File: src/hdhc_pkg.sv
package hdhc_pkg;

    localparam int TEMP_W    = 12;
    localparam int VBAT_W    = 13;
    localparam int HYST_W    = 6;
    localparam int COUNT_W   = 8;
    localparam int DUTY_W    = 10;
    localparam int CMP_W     = 14;
    localparam int S_TDATA_W = 32;
    localparam int M_TDATA_W = 16;
    localparam int CFG_IDX_W = 3;
    localparam int CFG_DAT_W = 13;

    localparam logic [DUTY_W-1:0] DUTY_OFF       = 10'd0;
    localparam logic [DUTY_W-1:0] DUTY_KEEP_WARM = 10'd300;
    localparam logic [DUTY_W-1:0] DUTY_WARM_UP   = 10'd600;
    localparam logic [DUTY_W-1:0] DUTY_COLD_HIGH = 10'd1000;
    localparam logic [DUTY_W-1:0] DUTY_COLD_LOW  = 10'd500;
    localparam logic [DUTY_W-1:0] DUTY_PREWARM   = 10'd100;

    typedef enum logic [CFG_IDX_W-1:0] {
        REG_VBAT_CUT    = 3'd0,
        REG_VBAT_RESUME = 3'd1,
        REG_VBAT_RICH   = 3'd2,
        REG_TEMP_OFF    = 3'd3,
        REG_TEMP_WARM   = 3'd4,
        REG_TEMP_COLD   = 3'd5,
        REG_TEMP_HYST   = 3'd6,
        REG_PREWARM     = 3'd7
    } cfg_reg_t;

    typedef struct packed {
        logic signed [TEMP_W-1:0] temp_tenths;
        logic                     temp_valid;
        logic [VBAT_W-1:0]        vbat_mv;
        logic                     ranging_active;
    } item_t;

    typedef struct packed {
        logic [VBAT_W-1:0]        vbat_cut_mv;
        logic [VBAT_W-1:0]        vbat_resume_mv;
        logic [VBAT_W-1:0]        vbat_rich_mv;
        logic signed [TEMP_W-1:0] temp_off_c10;
        logic signed [TEMP_W-1:0] temp_warm_c10;
        logic signed [TEMP_W-1:0] temp_cold_c10;
        logic [HYST_W-1:0]        temp_hyst_c10;
        logic [COUNT_W-1:0]       prewarm_seconds;
    } cfg_t;

    typedef struct packed {
        logic                cut_latch;
        logic [COUNT_W-1:0]  prewarm_left;
        logic [DUTY_W-1:0]   last_level;
    } state_t;

    typedef struct packed {
        logic [DUTY_W-1:0] duty_permille;
        logic              voltage_cut;
        logic              prewarming;
    } result_t;

    localparam cfg_t CFG_RESET = '{
        vbat_cut_mv:     13'd3150,
        vbat_resume_mv:  13'd3300,
        vbat_rich_mv:    13'd3600,
        temp_off_c10:    12'sd150,
        temp_warm_c10:   12'sd0,
        temp_cold_c10:   -12'sd50,
        temp_hyst_c10:   6'd5,
        prewarm_seconds: 8'd10
    };

endpackage

File: src/hdhc_core.sv
module hdhc_core (
    input  hdhc_pkg::item_t   item,
    input  hdhc_pkg::cfg_t    cfg,
    input  hdhc_pkg::state_t  state,
    output hdhc_pkg::result_t result,
    output hdhc_pkg::state_t  state_next
);
    import hdhc_pkg::*;

    logic signed [CMP_W-1:0] t_x;
    logic signed [CMP_W-1:0] h_x;
    logic signed [CMP_W-1:0] off_x;
    logic signed [CMP_W-1:0] warm_x;
    logic signed [CMP_W-1:0] cold_x;
    logic                    cut_now;
    logic                    cold_low;
    logic                    hold_off;
    logic                    hold_warm;
    logic                    hold_cold;
    logic [DUTY_W-1:0]       band_duty;

    assign t_x    = CMP_W'(item.temp_tenths);
    assign h_x    = $signed({{(CMP_W-HYST_W){1'b0}}, cfg.temp_hyst_c10});
    assign off_x  = CMP_W'(cfg.temp_off_c10);
    assign warm_x = CMP_W'(cfg.temp_warm_c10);
    assign cold_x = CMP_W'(cfg.temp_cold_c10);

    assign cut_now = (item.vbat_mv < cfg.vbat_cut_mv) ? 1'b1 :
                     (item.vbat_mv >= cfg.vbat_resume_mv) ? 1'b0 : state.cut_latch;

    assign cold_low = (item.temp_tenths < cfg.temp_cold_c10)
                   && (item.vbat_mv < cfg.vbat_rich_mv);

    assign hold_cold = (state.last_level == DUTY_COLD_HIGH)
                    || (state.last_level == DUTY_COLD_LOW)
                    || (state.last_level == DUTY_PREWARM);
    assign hold_warm = hold_cold || (state.last_level == DUTY_WARM_UP);
    assign hold_off  = hold_warm || (state.last_level == DUTY_KEEP_WARM);

    always_comb
    begin
        if (t_x >= off_x + h_x)
            band_duty = DUTY_OFF;
        else if (t_x >= off_x - h_x)
            band_duty = hold_off ? state.last_level : DUTY_KEEP_WARM;
        else if (t_x >= warm_x + h_x)
            band_duty = DUTY_KEEP_WARM;
        else if (t_x >= warm_x - h_x)
            band_duty = hold_warm ? state.last_level : DUTY_WARM_UP;
        else if (t_x >= cold_x + h_x)
            band_duty = DUTY_WARM_UP;
        else if (t_x >= cold_x - h_x)
            band_duty = hold_cold ? state.last_level : DUTY_COLD_LOW;
        else
            band_duty = (item.vbat_mv >= cfg.vbat_rich_mv) ? DUTY_COLD_HIGH : DUTY_COLD_LOW;
    end

    always_comb
    begin
        result     = '0;
        state_next = state;
        if (!item.temp_valid)
        begin
            state_next = '0;
        end
        else if (cut_now)
        begin
            state_next.cut_latch = 1'b1;
            result.voltage_cut   = 1'b1;
        end
        else if (item.ranging_active)
        begin
            state_next.cut_latch = 1'b0;
            result.duty_permille = DUTY_PREWARM;
        end
        else if (cold_low && (state.prewarm_left != '0))
        begin
            state_next.cut_latch    = 1'b0;
            state_next.prewarm_left = state.prewarm_left - COUNT_W'(1);
            result.duty_permille    = DUTY_PREWARM;
            result.prewarming       = 1'b1;
        end
        else
        begin
            state_next.cut_latch = 1'b0;
            if (cold_low && (state.prewarm_left == '0) && (state.last_level == '0))
                state_next.prewarm_left = cfg.prewarm_seconds;
            state_next.last_level = band_duty;
            result.duty_permille  = band_duty;
        end
    end

endmodule

File: src/heater_duty_hysteresis_controller.sv
// channel | direction | handshake         | payload
// s_      | in        | s_tvalid/s_tready | s_tdata, s_tuser: one control tick
// m_      | out       | m_tvalid/m_tready | m_tdata: duty and status of that tick
// cfg_    | in        | cfg_valid/cfg_ready | cfg_index, cfg_data: register write
//
// one tick per clock while the output is not stalled; a tick enters the input register,
// and its result is then registered in the output register, which drives m_tvalid
// the state (cut latch, prewarm countdown, last level) updates as a tick moves
// from the input register to the output register
// reset clears the state and loads the default register values
// while m_tvalid is high and m_tready low the output register holds; s_tready stays
// high unless both registers are full and m_tready is low
module heater_duty_hysteresis_controller (
    input  logic                              clk,
    input  logic                              rst_n,
    input  logic                              s_tvalid,
    output logic                              s_tready,
    // temp_tenths [11:0], vbat_mv [24:12], ranging_active [25], zero [31:26]
    input  logic [hdhc_pkg::S_TDATA_W-1:0]    s_tdata,
    // temp_valid [0]
    input  logic                              s_tuser,
    output logic                              m_tvalid,
    input  logic                              m_tready,
    // duty_permille [9:0], voltage_cut [10], prewarming [11], zero [15:12]
    output logic [hdhc_pkg::M_TDATA_W-1:0]    m_tdata,
    input  logic                              cfg_valid,
    output logic                              cfg_ready,
    input  logic [hdhc_pkg::CFG_IDX_W-1:0]    cfg_index,
    input  logic [hdhc_pkg::CFG_DAT_W-1:0]    cfg_data
);
    import hdhc_pkg::*;

    cfg_t    cfg_reg;
    state_t  state_reg;
    state_t  state_next;
    item_t   in_reg;
    logic    in_valid_reg;
    result_t out_reg;
    result_t result_next;
    logic    out_valid_reg;
    logic    out_free;
    logic    advance;

    assign cfg_ready = 1'b1;
    assign out_free  = !out_valid_reg || m_tready;
    assign advance   = in_valid_reg && out_free;
    assign s_tready  = !in_valid_reg || out_free;

    always_ff @(posedge clk or negedge rst_n)
    begin
        if (!rst_n)
        begin
            cfg_reg <= CFG_RESET;
        end
        else if (cfg_valid && cfg_ready)
        begin
            case (cfg_reg_t'(cfg_index))
                REG_VBAT_CUT:    cfg_reg.vbat_cut_mv     <= cfg_data;
                REG_VBAT_RESUME: cfg_reg.vbat_resume_mv  <= cfg_data;
                REG_VBAT_RICH:   cfg_reg.vbat_rich_mv    <= cfg_data;
                REG_TEMP_OFF:    cfg_reg.temp_off_c10    <= $signed(cfg_data[TEMP_W-1:0]);
                REG_TEMP_WARM:   cfg_reg.temp_warm_c10   <= $signed(cfg_data[TEMP_W-1:0]);
                REG_TEMP_COLD:   cfg_reg.temp_cold_c10   <= $signed(cfg_data[TEMP_W-1:0]);
                REG_TEMP_HYST:   cfg_reg.temp_hyst_c10   <= cfg_data[HYST_W-1:0];
                REG_PREWARM:     cfg_reg.prewarm_seconds <= cfg_data[COUNT_W-1:0];
                default:         cfg_reg <= cfg_reg;
            endcase
        end
    end

    // input register
    always_ff @(posedge clk or negedge rst_n)
    begin
        if (!rst_n)
            in_valid_reg <= 1'b0;
        else if (s_tready)
            in_valid_reg <= s_tvalid;
    end

    always_ff @(posedge clk)
    begin
        if (s_tvalid && s_tready)
        begin
            in_reg.temp_tenths    <= $signed(s_tdata[11:0]);
            in_reg.vbat_mv        <= s_tdata[24:12];
            in_reg.ranging_active <= s_tdata[25];
            in_reg.temp_valid     <= s_tuser;
        end
    end

    hdhc_core u_core (
        .item       (in_reg),
        .cfg        (cfg_reg),
        .state      (state_reg),
        .result     (result_next),
        .state_next (state_next)
    );

    always_ff @(posedge clk or negedge rst_n)
    begin
        if (!rst_n)
            state_reg <= '0;
        else if (advance)
            state_reg <= state_next;
    end

    // output register
    always_ff @(posedge clk or negedge rst_n)
    begin
        if (!rst_n)
            out_valid_reg <= 1'b0;
        else if (out_free)
            out_valid_reg <= in_valid_reg;
    end

    always_ff @(posedge clk)
    begin
        if (advance)
            out_reg <= result_next;
    end

    assign m_tvalid = out_valid_reg;
    assign m_tdata  = {4'b0000, out_reg.prewarming, out_reg.voltage_cut,
                       out_reg.duty_permille};

`ifndef SYNTH
    a_cut_zero_duty: assert property (@(posedge clk) disable iff (!rst_n)
        m_tvalid && m_tdata[10] |-> (m_tdata[9:0] == DUTY_OFF) && !m_tdata[11])
        else $error("cut result carries a duty");

    a_prewarm_duty: assert property (@(posedge clk) disable iff (!rst_n)
        m_tvalid && m_tdata[11] |-> (m_tdata[9:0] == DUTY_PREWARM))
        else $error("prewarm result with wrong duty");

    a_state_still: assert property (@(posedge clk) disable iff (!rst_n)
        !advance |=> $stable(state_reg))
        else $error("state moved without a tick");

    a_held_tick: assert property (@(posedge clk) disable iff (!rst_n)
        in_valid_reg && !out_free |=> in_valid_reg && $stable(in_reg))
        else $error("stalled tick lost");

    a_countdown_step: assert property (@(posedge clk) disable iff (!rst_n)
        advance && result_next.prewarming
        |=> state_reg.prewarm_left == $past(state_reg.prewarm_left) - COUNT_W'(1))
        else $error("prewarm countdown did not step");
`endif

endmodule
File: config.mk
export PLATFORM = sky130hd
export DESIGN_NAME = heater_duty_hysteresis_controller
export DESIGN_NICKNAME = d
export VERILOG_FILES = /design/src/hdhc_pkg.sv /design/src/hdhc_core.sv /design/src/heater_duty_hysteresis_controller.sv
export SDC_FILE = /design/constraint.sdc
export NUM_CORES = 1
export LEC_CHECK = 0
export ABC_CLOCK_PERIOD_IN_PS = 6500
export BUFFER_PORTS_ARGS = -buffer_cell sky130_fd_sc_hd__buf_2
export CAP_MARGIN = 20
export CELL_PAD_IN_SITES_DETAIL_PLACEMENT = 0
export CELL_PAD_IN_SITES_GLOBAL_PLACEMENT = 1
export CORE_ASPECT_RATIO = 0.7
export CORE_MARGIN = 2
export CORE_UTILIZATION = 50
export CTS_BUF_LIST = sky130_fd_sc_hd__clkbuf_8
export DETAILED_ROUTE_END_ITERATION = 8
export GPL_TIMING_DRIVEN = 0
export PLACE_DENSITY = 0.92
export SYNTH_ARGS = -nofsm -noshare
export SYNTH_HDL_FRONTEND = slang
export SYNTH_SLANG_ARGS = --single-unit
File: constraint.sdc
create_clock -name clk -period 6.5 [get_ports clk]
set_clock_uncertainty 0.1 [all_clocks]
set_input_delay 0.325 -clock clk [delete_from_list [all_inputs] [get_ports clk]]
set_output_delay 0.325 -clock clk [all_outputs]
set_load 0.1 [all_outputs]
## Yosys cells after proc, flatten, opt, wreduce, memory -nomap -nowiden

Index checks and enable logic that the tools add are counted.

| word-level totals | value |
|---|---|
| bits in registers | 149 |
| latch bits | 0 |
| memory bits (writable) | 0 |
| ROM bits | 0 |
| bits of input ports | 54 |
| output and inout bits | 19 |
| logic and storage cells | 111 |
| memories | 0 |

| operators by class | value |
|---|---|
| add/sub/neg operators | 7 |
| $mul | 0 |
| divide/modulo/power cells | 0 |
| order comparisons | 11 |
| equality and inequality tests | 16 |
| shift operators | 0 |
| muxes and demuxes | 24 |
| bitwise logic cells | 1 |
| reduce and logical (&&, ||, !) cells | 31 |

Operators with widths:

| cell | number |
|---|---|
| 2-to-1 mux 10 bit | 11 |
| >= comparator 12 x 13 -> 1 bit | 6 |
| adder 12 x 7 -> 13 bit | 3 |
| subtractor 12 x 7 -> 13 bit | 3 |
| 2-to-1 mux 18 bit | 2 |
| >= comparator 13 bit | 2 |
| < comparator 13 bit | 2 |
| == test 10 bit (second input constant) | 2 |
| == test 10 x 9 -> 1 bit (second input constant) | 2 |
| 2-to-1 mux 19 bit | 1 |
| 2-to-1 mux 8 bit | 2 |
| AND reduction 2 bit | 8 |
| 2-to-1 mux 7 bit | 2 |
| == test 3 bit (second input constant) | 4 |
| < comparator 12 bit | 1 |
| == test 10 x 7 -> 1 bit (second input constant) | 1 |
| logical NOT 10 bit | 1 |
| logical NOT 8 bit | 1 |
| AND reduction 4 bit | 2 |
| nonzero test 8 bit | 1 |
| subtractor 8 x 1 -> 8 bit (second input constant) | 1 |
| == test 3 x 2 -> 1 bit (second input constant) | 2 |
| logical AND 1 bit | 6 |
| logical OR 1 bit | 6 |
| other kinds (10) | 18 |

## Depth between registers and ports, before layout

| depth | value |
|---|---|
| word-level depth | 14 |
| mapped depth | 22 |
| depth with buffers taken out | 21 |

## By module

A second synthesis with hierarchy kept.

| second synthesis, totals | value |
|---|---|
| cells, all modules | 1099 |
| area total of the unflattened synthesis | 11338.4 um^2 |

By module, submodules not included:

| module | instances | cells an instance | area each (um^2) | sequential area each (um^2) |
|---|---|---|---|---|
| hdhc_core | 1 | 808 | 5894.4 | 0.0 |
| heater_duty_hysteresis_controller | 1 | 291 | 5444.0 | 3965.1 |

## Worst setup path after synthesis

OpenSTA, ideal clock, no wires.

| path | value |
|---|---|
| kind | register -> register |
| start point | register cfg_reg[9] (netlist name) |
| end point | register out_reg (netlist bit m_tdata[2]), data pin |
| library setup time | 271 ps |
| arrival time | 4476 ps |
| required time | 6129 ps |
| setup slack | 1654 ps |
| cell stages (with the launch flop) | 20 |
| buffers on the path | 0 |
| clock period less this slack | 4846 ps |
| path through | dfrtp_1 > inv_1 > ha_1 > nor2b_1 > o21ai_0 > a21oi_1 > o21ai_0 > nand2b_1 > a2111o_1 > nor4_1 > xnor2_1 > ha_1 > and4_1 > nand2_1 > o41ai_1 > nor3b_1 > o211ai_1 > a211oi_1 > a2111oi_2 > o21ai_1 |

| between the ends | value |
|---|---|
| cells in the longest elaborated chain, start to end | 10 |
| elaborated cells on any way between the ends | 20 |
| classes of those cells | add/sub: 6; order compare: 6; mux: 8 |

Ends and longest elaborated chain:

| element | line | RTL |
|---|---|---|
| start: declaration | heater_duty_hysteresis_controller.sv:33 | `cfg_t cfg_reg;` |
| start signal: assignment | heater_duty_hysteresis_controller.sv:66 | `default: cfg_reg <= cfg_reg;` |
| subtractor 12 x 7 -> 13 bit | hdhc_core.sv:52 | `else if (t_x >= cold_x - h_x)` |
| >= comparator 12 x 13 -> 1 bit | hdhc_core.sv:52 |  |
| 2-to-1 mux 10 bit | hdhc_core.sv:52 |  |
| 2-to-1 mux 10 bit | hdhc_core.sv:50 | `else if (t_x >= cold_x + h_x)` |
| 2-to-1 mux 10 bit | hdhc_core.sv:48 | `else if (t_x >= warm_x - h_x)` |
| 2-to-1 mux 10 bit | hdhc_core.sv:46 | `else if (t_x >= warm_x + h_x)` |
| 2-to-1 mux 10 bit | hdhc_core.sv:44 | `else if (t_x >= off_x - h_x)` |
| 2-to-1 mux 10 bit * | hdhc_core.sv:42 | `if (t_x >= off_x + h_x)` |
| 2-to-1 mux 7 bit * | hdhc_core.sv:76 | `else if (cold_low && (state.prewarm_left != '0))` |
| 2-to-1 mux 7 bit * | hdhc_core.sv:71 | `else if (item.ranging_active)` |
| end signal: assignment | heater_duty_hysteresis_controller.sv:119 | `out_reg <= result_next;` |
| end: declaration | heater_duty_hysteresis_controller.sv:38 | `result_t out_reg;` |

Mark *: on every way between the ends. The rest lies on a longest branch, timed or not.
A chain may end at the register's enable or synchronous reset.

## Final worst setup path

Same ends and word-level chain as after synthesis.

==> results.py <==
metrics = {
    "run_status": {
        "outcome": "finished, final reports clean",
    },
    "synthesis": {
        "syn_inst": 1129,
        "yosys_warning_total": 0,
        "synthMuxAreaShare_pct": 5.85,
        "ys_types": 78,
        "dominant_combinational_cell_family_by_area_after_synthesis": "adder cells",
        "synth-seq-area-share_pct": 35.9,
        "ys_seq_elements": 149,
        "synthAdderAreaFrac_pct": 19.8,
        "avgSynthCellArea_um2": 9.78,
        "yosys.area_share.xor_xnor_pct": 4.52,
        "syn-cell-area_um2": 11000,
        "synth_simple_gate_area_share_pct": 13.8,
        "number_of_enable_type_register_cells_in_the_synthesized_netlist": 39,
        "ys.flop_type": "dfrtp_1",
        "synth-async-reset-ratio_pct": 73.8,
        "synth_compound_area_share_pct": 15.2,
    },
    "critical_path": {
        "critical_path_required_ns": 6.61,
        "cpMaxStageDelayCell": "fa_1",
        "crit_path_max_fanout": 8,
        "path_delay_family": "compound AO/OA/AOI/OAI gates",
        "crit_arrival_ns": 5.93,
        "path_buf_inv": 1,
        "critical_path.max_stage_delay_ns": 0.54,
        "crit_path_start_kind": "flop",
        "critical_path_depth": 19,
        "worstSetupEndpointType": "flop",
        "worst_r2r_path_depth": 19,
        "cp_cell_sequence": "inv_1, fa_1, a21oi_1, nor2_1, nor2_1, nor2b_1, o21a_1, nor4_1, nand2_1, xnor2_1, ha_1, a21oi_1, o21ai_0, a311oi_1, a21oi_1, a211oi_1, a211oi_1, a2111oi_2, o21ai_1",
        "worst-setup-path-type": "reg2reg",
        "critPathMostFrequentCell": "a21oi_1",
    },
    "drt": {
        "vias": 8778,
        "dr.pass1.iters": 5,
        "vias_per_cell": 5.70,
        "drt_drc_violations_left": 0,
        "routed_wire_per_std_cell_um": 17.9,
        "detail_route.wirelength_um": 27600,
        "number_of_nets_with_antenna_violations_after_routing": 0,
        "first_drt_iteration_drcs": 691,
    },
    "cts": {
        "cts_resized": 0,
        "cts_made_buffers": 17,
        "cts_root_buf": "clkbuf_8",
        "max-clock-path-buffers": 2,
        "clkSinkCount": 149,
        "htree_levels": 4,
        "clock_tree_from_tritoncts": "done",
        "clkSlewWorstSetupHoldPaths_ns": 0.10,
        "clock_latency_ns": 0.48,
    },
    "floorplanning": {
        "placementRows": 45,
        "fp.coreArea_um2": 21700,
        "floorplan.die.width_um": 182,
        "num_io_pins": 73,
        "floorplan.die_area_um2": 23300,
        "die_h_um": 128,
        "starting_density_of_the_core_pct": 50.9,
    },
    "timing": {
        "hold_slack_ns": 0.0309,
        "period_needed_ns": 5.82,
        "relSlewSlack_pct": 36.7,
        "tns_ns": 0,
        "rsz0062_at_grt": "false",
        "max_freq_mhz": 172,
        "timing_max_transition_violations_final": 0,
        "hold_violations": 0,
        "finalSetupViolCount": 0,
        "worst-slew-pin-transition_ns": 0.944,
        "fin_crit_sh_pct": 89.5,
    },
    "placement": {
        "finalWeightedCongestion": 0.888,
        "dp.final_hpwl_um": 21300,
        "numPortBuffers": 59,
    },
    "cells_and_area": {
        "layout_common_cells": "ha_1 (165), inv_1 (100), nand2_1 (81)",
        "finish.net_count": 1471,
        "largest_register_ffs": 89,
        "final_core_utilization_pct": 57.6,
        "area_of_the_multi_input_gates_um2": 6560,
        "sequential_cell_area_um2": 3970,
        "drive_gt1_share_pct": 15.6,
        "mostFrequentLayoutCell": "ha_1",
        "diodes": 0,
        "layout.filler_cells": 1896,
        "synthToLayoutAreaGrowth_pct": 13.1,
    },
    "pwr": {
        "switching_share_pct": 41.6,
        "sequentialPowerShare_pct": 32.2,
        "total_power_w": 0.00412,
        "switchingPower_w": 0.00171,
        "power.density_nw_per_um2": 330,
        "power.static_leakage_nw": 5.53,
        "cell_internal_power_w": 0.00240,
        "combPwrFrac_pct": 48.7,
        "clkPwrFrac_pct": 19.1,
        "vdd.ir_drop.worst_mv": 0.178,
    },
    "hold_path": {
        "min-delay-path-class": "in2reg",
        "hold_path_depth": 3,
    },
    "global_route": {
        "number_of_antenna_violations_at_the_first_check_in_global_routing": 0,
        "grt_remaining_overflow": 0,
        "grt_start_max_net_pins": 98,
        "grt_pass1_vias": 8530,
        "grt_first_pass_wirelength_um": 44300,
        "grt_use_total_pct": 24.6,
    },
    "job": {
        "max_cap_viol_count": 0,
    },
}
-- stage by stage --
step,cells,cell area [µm²],worst slack [ns]
after floorplan,1134,11100,1.65
after global placement,1475,11700,0.654
after detailed placement,1476,11700,0.535
after CTS,1538,12500,0.496
after global routing,1541,12500,0.237
final,1541,12500,0.683
-- worst min-delay path, delay by kind of cell --
kind / cells / cell delay, ns
AND/OR/NAND/NOR: 2 / 0.16
buffers and inverters: 1 / 0.08
-- cell usage after synthesis (all sizes together), types with 6 or more instances --
master | number | share of area [%]
ha | 165 | 19
inv | 98 | 3.3
nand2 | 81 | 2.8
o21ai | 80 | 3.6
dfrtp | 77 | 17
nor2 | 66 | 2.2
a21oi | 55 | 2.5
mux2 | 52 | 5.3
xnor2 | 41 | 3.3
edfxtp | 39 | 11
dfstp | 33 | 7.9
clkbuf | 32 | 1.1
nand3 | 23 | 1.0
nand2b | 20 | 1.1
a21o | 18 | 1.2
nand4 | 17 | 0.96
nor2b | 16 | 0.97
xor2 | 16 | 1.3
nor3 | 14 | 0.68
o21bai | 11 | 0.75
o31ai | 11 | 0.75
a211oi | 10 | 0.79
nor4 | 10 | 0.57
o21a | 10 | 0.68
buf | 9 | 0.50
o41ai | 9 | 0.71
or3 | 9 | 0.56
nor3b | 7 | 0.48
o211ai | 7 | 0.48
and4 | 6 | 0.48
fa | 6 | 1.1
mux2i | 6 | 0.54
-- final timing paths --
check	start	endpoint	slack, ns
setup / recovery	cfg_reg[9]	m_tdata[2]	0.68
hold / removal	m_tready	m_tvalid	0.03
setup reg to reg	cfg_reg[9]	m_tdata[2]	0.68
hold reg to reg	in_valid_reg	m_tvalid	0.39
max in group asynchronous	rst_n	cfg_reg[21]	5.41
min in group asynchronous	rst_n	cfg_reg[41]	0.12
-- kinds of logic after synthesis --
logic type	after synthesis
xor gates and xnor gates	57
other	2
adders and majority gates	171
AOI/OAI and AO/OA	256
buffers and inverters	139
and+or+nand+nor	297
muxes	58
DFF	149
-- power by group through the flow --
stage	clock network (W)	logic, W	registers, W
after floorplan	0	0.00147	0.00133
after global placement	0	0.00188	0.00133
after global routing	0.000848	0.00227	0.00135
final	0.000788	0.00200	0.00132
after CTS	0.000806	0.00198	0.00132
after detailed placement	0	0.00196	0.00134
-- metal layers --
metal,track usage [%],routed length (µm),up-vias
met5,0,0,-
met4,6.84,425,0
met3,5.49,1830,30
met2,36.0,11200,252
met1,36.7,14100,4215
li1,-,-,4281
-- area by class of cell --
cell class,count,area share (%)
multi-input combinational,846,52.5
clock buffer,18,1.98
buffer,41,1.40
inverter,98,2.95
clock inverter,14,1.41
sequential,149,31.7
timing repair buffer,93,5.20
tap,282,2.82
-- timing repair --
item,CTS,global route
setup buffers,0,2
hold buffers,30,0
setup endpoints to repair,0,2
endpoints found under the hold margin,114,0
(Power assumes the default switching activity.)
